File: src/rtl/pfdm_pkg.sv
// ----------------------------------------------------------------------------
// pfdm_pkg: shared types and constants of the pulse frequency/duty meter
// Field widths, register indexes, limits and divider handshake types.
// ----------------------------------------------------------------------------
`default_nettype none
package pfdm_pkg;
  localparam int NUM_CHANNELS = 8;
  localparam int CH_W  = 3;
  localparam int TS_W  = 32;
  localparam int FRQ_W = 30;
  localparam int DTY_W = 14;
  localparam int CNT_W = 16;
  localparam int SN_W  = 8;
  localparam int ACT_W = 4;
  localparam int CFG_IDX_W = 2;
  localparam int CFG_DAT_W = 30;
  localparam int DVD_W = 64;
  localparam int DVS_W = 48;

  localparam logic [CFG_IDX_W-1:0] REG_SAMPLES   = 2'd0;
  localparam logic [CFG_IDX_W-1:0] REG_THRESHOLD = 2'd1;
  localparam logic [CFG_IDX_W-1:0] REG_ACTIVE    = 2'd2;

  localparam logic [FRQ_W-1:0] FREQ_MAX      = 30'd1000000000;
  localparam logic [DTY_W-1:0] DUTY_MAX      = 14'd10000;
  localparam logic [32:0]      STALE_DEFAULT = 33'd2000000;
  localparam logic [FRQ_W-1:0] THR_MIN       = 30'd100;
  localparam logic [SN_W-1:0]  SN_RESET      = 8'd4;

  typedef struct packed {
    logic             start;
    logic [DVD_W-1:0] dividend;
    logic [DVS_W-1:0] divisor;
  } div_req_t;

  typedef struct packed {
    logic             done;
    logic [DVD_W-1:0] quotient;
  } div_rsp_t;
endpackage
`default_nettype wire

File: src/rtl/pfdm_div.sv
// ----------------------------------------------------------------------------
// pfdm_div: bit-serial restoring divider
// One quotient bit per cycle while busy, from start until done.
// ----------------------------------------------------------------------------
`default_nettype none
module pfdm_div (
  input  wire                 clk,
  input  wire                 rst_n,
  input  wire pfdm_pkg::div_req_t req,
  output pfdm_pkg::div_rsp_t  rsp
);
  logic                         busy_r;
  logic                         done_r;
  logic [6:0]                   cnt_r;
  logic [pfdm_pkg::DVD_W-1:0]   dvd_r;
  logic [pfdm_pkg::DVS_W-1:0]   rem_r;
  logic [pfdm_pkg::DVS_W-1:0]   dvs_r;
  logic [pfdm_pkg::DVS_W:0]     trial;
  logic                         qbit;

  // trial subtract of the next dividend bit
  assign trial = {rem_r, dvd_r[pfdm_pkg::DVD_W-1]};
  assign qbit  = (trial >= {1'b0, dvs_r});

  always_ff @(posedge clk) begin
    if (!rst_n) begin
      busy_r <= 1'b0;
      done_r <= 1'b0;
      cnt_r  <= '0;
    end else begin
      done_r <= 1'b0;
      if (req.start) begin
        busy_r <= 1'b1;
        cnt_r  <= '0;
        dvd_r  <= req.dividend;
        dvs_r  <= req.divisor;
        rem_r  <= '0;
      end else if (busy_r) begin
        rem_r <= qbit ? pfdm_pkg::DVS_W'(trial - {1'b0, dvs_r})
                      : trial[pfdm_pkg::DVS_W-1:0];
        dvd_r <= {dvd_r[pfdm_pkg::DVD_W-2:0], qbit};
        cnt_r <= cnt_r + 7'd1;
        if (cnt_r == 7'(pfdm_pkg::DVD_W - 1)) begin
          busy_r <= 1'b0;
          done_r <= 1'b1;
        end
      end
    end
  end

  assign rsp.done     = done_r;
  assign rsp.quotient = dvd_r;
endmodule
`default_nettype wire

File: config.mk
export PLATFORM = sky130hd
export DESIGN_NAME = pfdm_div
export DESIGN_NICKNAME = d
export VERILOG_FILES = /design/src/rtl/pfdm_pkg.sv /design/src/rtl/pfdm_div.sv
export SDC_FILE = /design/constraint.sdc
export NUM_CORES = 1
export LEC_CHECK = 0
export BUFFER_PORTS_ARGS = -buffer_cell sky130_fd_sc_hd__buf_2
export CORE_MARGIN = 2
export CORE_UTILIZATION = 61
export DETAILED_ROUTE_END_ITERATION = 8
export GPL_TIMING_DRIVEN = 0
export PLACE_DENSITY = 0.86
export SYNTH_ARGS = -nofsm -noshare
export SYNTH_HDL_FRONTEND = slang
export SYNTH_SLANG_ARGS = --single-unit
File: constraint.sdc
create_clock -name clk -period 6.6 [get_ports clk]
set_input_delay 0.99 -clock clk [delete_from_list [all_inputs] [get_ports clk]]
set_output_delay 0.99 -clock clk [all_outputs]
set_load 0.01 [all_outputs]
# Word level (Yosys, flattened, before mapping)
# Index checks and enable logic that the tools add are counted.
# classes
n_addsub	2
magnitude_cmp	1
eq_ne	1
mux	8
bitwise_logic	2
reduce_logical	5
# op_table
operator	count
64-bit 2-to-1 mux	2
48-bit 2-to-1 mux	2
49-bit by 48-bit >= comparator with 1-bit output	1
48-bit subtractor	1
7-bit by 1-bit adder with 7-bit output, second input constant	1
7-bit by 6-bit equality test with 1-bit output, second input constant	1
1-bit 2-to-1 mux	4
2-bit AND reduction	2
3-bit OR reduction	1
1-bit inverter	2
2-bit nonzero test	1
2-bit OR reduction	1
# totals
reg_bits	169
inputBits	115
out_inout_bits	65
wordCells	25

# Logic depth before layout (Yosys ltp)
# depth
ltp_word	4
ltp_mapped	15
ltp_nobuf	12

# Least setup slack after synthesis
# Ideal clock, no wire load.
# synth_path
path_type	input -> register
startpoint	input req[112] (netlist bit)
endpoint	register dvd_r[0] (netlist bit) (enable)
setup_time_ns	0.481
arrival_time_ns	3.905
required_ns	6.119
slack_ns	2.214
path_stages	2
path_buffers	1
path_cell_list	buf_1 o21a_1
# synth_via
elab_chain_len	2
# synth_rtl
item	line_no	text
from (decl)	pfdm_div.sv:9	input wire pfdm_pkg::div_req_t req,
2-bit nonzero test (no line)	-	
2-bit AND reduction (no line)	-	
to (signal assigned)	pfdm_div.sv:35	dvd_r <= req.dividend;
to (signal assigned)	pfdm_div.sv:41	dvd_r <= {dvd_r[pfdm_pkg::DVD_W-2:0], qbit};
to (decl)	pfdm_div.sv:15	logic [pfdm_pkg::DVD_W-1:0] dvd_r;
# No other way between the ends.
# A chain may end at the register's enable or synchronous reset.

# Final worst setup path
# layout_path
startpoint	register rem_r[32] (netlist bit)
endpoint	register rem_r[9] (netlist bit) (data pin)
# layout_via
elab_chain_len	3
# layout_rtl
item	line_no	text
from (decl)	pfdm_div.sv:16	logic [pfdm_pkg::DVS_W-1:0] rem_r;
from (signal assigned)	pfdm_div.sv:39	rem_r <= qbit ? pfdm_pkg::DVS_W'(trial - {1'b0, dvs_r})
49-bit by 48-bit >= comparator with 1-bit output	pfdm_div.sv:23	assign qbit = (trial >= {1'b0, dvs_r});
48-bit 2-to-1 mux	pfdm_div.sv:39	
48-bit 2-to-1 mux	pfdm_div.sv:38	end else if (busy_r) begin
# No other way between the ends. The select of a mux whose other input is x is not followed.

==> results.sh <==
export IMPL_die_w_um=130
export IMPL_die_y_um=130
export IMPL_achievable_frequency_mhz=275
export IMPL_grt_pass1_vias=7717
export IMPL_synth_simple_area_share_pct=12.4
export IMPL_synthDominantCellAreaShare_pct=49.3
export IMPL_final_common_cell="buf_2"
export IMPL_synth_ff_type="edfxtp_1"
export IMPL_timing_slew_headroom_pct=44.8
export IMPL_die_area_um2=17000
export IMPL_yosysSeqAreaShare_pct=51.2
export IMPL_netlist_area_um2=9740
export IMPL_muxShareOfSynthArea_pct=7.59
export IMPL_critical_path_max_stage_delay_ns=0.51
export IMPL_ir_worst_vdd_uv=216
export IMPL_synth_top_family_by_area="compound AO/OA/AOI/OAI gates"
export IMPL_n_antenna_cell=0
export IMPL_critPathMaxFanout=10
export IMPL_placed_cells=1304
export IMPL_ys_async_sr_fraction_pct=0
export IMPL_ios=180
export IMPL_fin_tns_setup_ns=0
export IMPL_yosysWarnings=0
export IMPL_wl_um=25300
export IMPL_p_int_uw=2180
export IMPL_cts_buffers=17
export IMPL_rsz0062_at_grt="false"
export IMPL_postSynthCellCount=907
export IMPL_leakagePower_uw=0.00487
export IMPL_grt_max_degree=65
export IMPL_syn_nets=1072
export IMPL_period_needed_ns=3.64
export IMPL_syn_avg_cell_area_um2=10.7
export IMPL_cts_hold_repair_buffers=0
export IMPL_routed_via_density=5.96
export IMPL_cellPowerDensity_nw_per_um2=279
export IMPL_fin_skew_ns=0.0121
export IMPL_gp_congestion=0.955
export IMPL_grt_pass1_wl_um=39500
export IMPL_synthAdderAreaFrac_pct=6.50
export IMPL_swShare_pct=32.2
export IMPL_cts_tree="yes"
export IMPL_p_clk_share_pct=30.4
export IMPL_worstSetupStartpointType="register"
export IMPL_drc_errors=0
export IMPL_setup_viol=0
export IMPL_drtAntennaViolNets=0
export IMPL_mostFrequentLayoutCells="buf_2 (187), edfxtp_1 (160), nand2_1 (106), a21oi_1 (83), inv_1 (65)"
export IMPL_post_cts_resize_count=0
export IMPL_worstSkewPairLatency_ns=0.44
export IMPL_hp_class="register to register"
export IMPL_drive_gt1_share_pct=26.7
export IMPL_crit_slowest_cell="clkbuf_1"
export IMPL_wl_per_cell_um=19.0
export IMPL_end_kind="register"
export IMPL_hold_viol=0
export IMPL_start_util_pct=61.8
export IMPL_clock_path_buffers=2
export IMPL_p_sw_uw=1030
export IMPL_grt_use_total_pct=30.5
export IMPL_pwr_share_seq_pct=41.6
export IMPL_cts_sinks=169
export IMPL_clk_pin_slew_ns=0.07
export IMPL_ys_ff_latch=169
export IMPL_min_period_over_period_pct=55.2
export IMPL_synth_top_cells_by_area="edfxtp_1 (49%), mux2_2 (7.3%), ha_1 (6.3%)"
export IMPL_worstMarginPinSlew_ns=0.808
export IMPL_core_area_um2=15800
export IMPL_antenna_found_initial=0
export IMPL_dr_pass1_iters=6
export IMPL_p_comb_share_pct=28.0
export IMPL_htreeDepth=4
export IMPL_critPathKind="register to register"
export IMPL_synth_top_cell_by_area="edfxtp_1"
export IMPL_vias=7969
export IMPL_synth_xor_area_share_pct=3.42
export IMPL_drv_slew=0
export IMPL_synthDistinctLibCells=65
export IMPL_path_buf_inv=3
export IMPL_portBuffers=179
export IMPL_stdcell_count=1336
export IMPL_critPathRequiredTime_ns=6.88
export IMPL_synth_compound_area_share_pct=14.3
export IMPL_cpLargestDelayFamily="buffers and inverters"
export IMPL_cts_root_buf="clkbuf_16"
export IMPL_syn2layout_area_growth_pct=18.3
export IMPL_num_rows=46
export IMPL_crit_path_cell_trace="ha_1, clkbuf_1, nand4_1, nor2_1, nand3_1, nand4b_1, a31oi_4, a31oi_2, nor2_1, buf_2, clkbuf_1, nand2_1, a21oi_1"
export IMPL_status="complete, no violations"
export IMPL_arrival_ns=3.92
export IMPL_fin_nets=1272
export IMPL_dpl_hpwl_um=17900
export IMPL_drt_iter0_drc=791
export IMPL_synth_edff_count=160
export IMPL_finalCoreUtilization_pct=73.1
export IMPL_grt_ovfl_total=0
export IMPL_hold_ws_ns=0.530
export IMPL_cap_violations=0
export IMPL_post_cts_buffers=0
power groups by stage:
stage / Sequential (uW) / Combinational (uW) / Clock [uW]
floorplan: 1360 / 623 / 0
global placement: 1360 / 842 / 0
detailed placement: 1360 / 872 / 0
CTS: 1340 / 883 / 982
global route: 1350 / 990 / 1010
finish: 1340 / 899 / 979
state kept, by name, indices dropped and copies added (netlist names):
| name | cells |
|---|---|
| cnt_r | 7 |
| dvd_r | 64 |
| done_r | 1 |
| dvs_r | 48 |
| rem_r | 48 |
| busy_r | 1 |
worst min-delay path: stages, from the launching register on:
cell and delay (ns):
dfxtp_1 0.33, o21ai_0 0.08, a21oi_1 0.07
cells in the mapped netlist (5+ instances only):
| library cell | n |
|---|---|
| or3_1 | 7 |
| nand4_1 | 22 |
| nand2_1 | 106 |
| a21o_1 | 27 |
| edfxtp_1 | 160 |
| a31oi_1 | 5 |
| nor2b_1 | 5 |
| mux2_2 | 63 |
| nand3_1 | 16 |
| dfxtp_1 | 9 |
| xor2_1 | 21 |
| o21ai_0 | 39 |
| inv_1 | 65 |
| and3_1 | 8 |
| o21a_1 | 8 |
| xnor2_1 | 17 |
| nor2_1 | 48 |
| o21bai_1 | 7 |
| nor3_1 | 13 |
| nand2b_1 | 9 |
| clkbuf_1 | 30 |
| a21oi_1 | 83 |
| buf_2 | 8 |
| ha_1 | 49 |
| a211oi_1 | 12 |
| o211ai_1 | 5 |
path summary, 6_finish.rpt:
| check | start | end | slack (ns) | depth (start not counted) |
|---|---|---|---|---|
| worst max-delay path | rem_r[32] | rem_r[9] | 2.96 | 13 |
| worst min-delay path | cnt_r[5] | cnt_r[5] | 0.53 | 2 |
| worst max register to register | rem_r[32] | rem_r[9] | 2.96 | 13 |
| worst min register to register | cnt_r[5] | cnt_r[5] | 0.53 | 2 |
cell type report:
type	instances	area (um2)
Timing Repair Buffer	181	943
Buffer	44	201
Inverter	66	248
Fill cell	1096	4240
Clock inverter	11	114
Tap cell	216	270
Sequential cell	169	4980
Multi-Input combinational cell	628	4320
Clock buffer	21	450
stage by stage:
step | area (um2) | power, uW | setup WS, ns
floorplan | 9740 | 1990 | 2.21
global placement | 10900 | 2200 | 0.761
detailed placement | 11000 | 2230 | 3.12
CTS | 11500 | 3200 | 3.11
global route | 11500 | 3350 | 2.80
finish | 11500 | 3210 | 2.96
kinds of logic (layout without fill, tap and decap cells):
family | count (synthesis) | count (layout)
adder cells (fa/ha/maj) | 50 | 50
AO/OA/AOI/OAI | 218 | 218
multiplexers | 66 | 66
flip-flops | 169 | 169
AND/OR/NAND/NOR | 256 | 256
buffers and inverters | 110 | 323
XOR/XNOR | 38 | 38
layer usage:
metal	global-route usage (%)	part of all wire, %	wire, um	vias up
met5	0	0	0	-
met4	13.3	4.2	1070	0
met3	7.70	7.9	2010	88
met2	52.4	49	12400	394
met1	36.8	39	9830	3754
li1	-	-	-	3733
(Power assumes the default switching activity.)
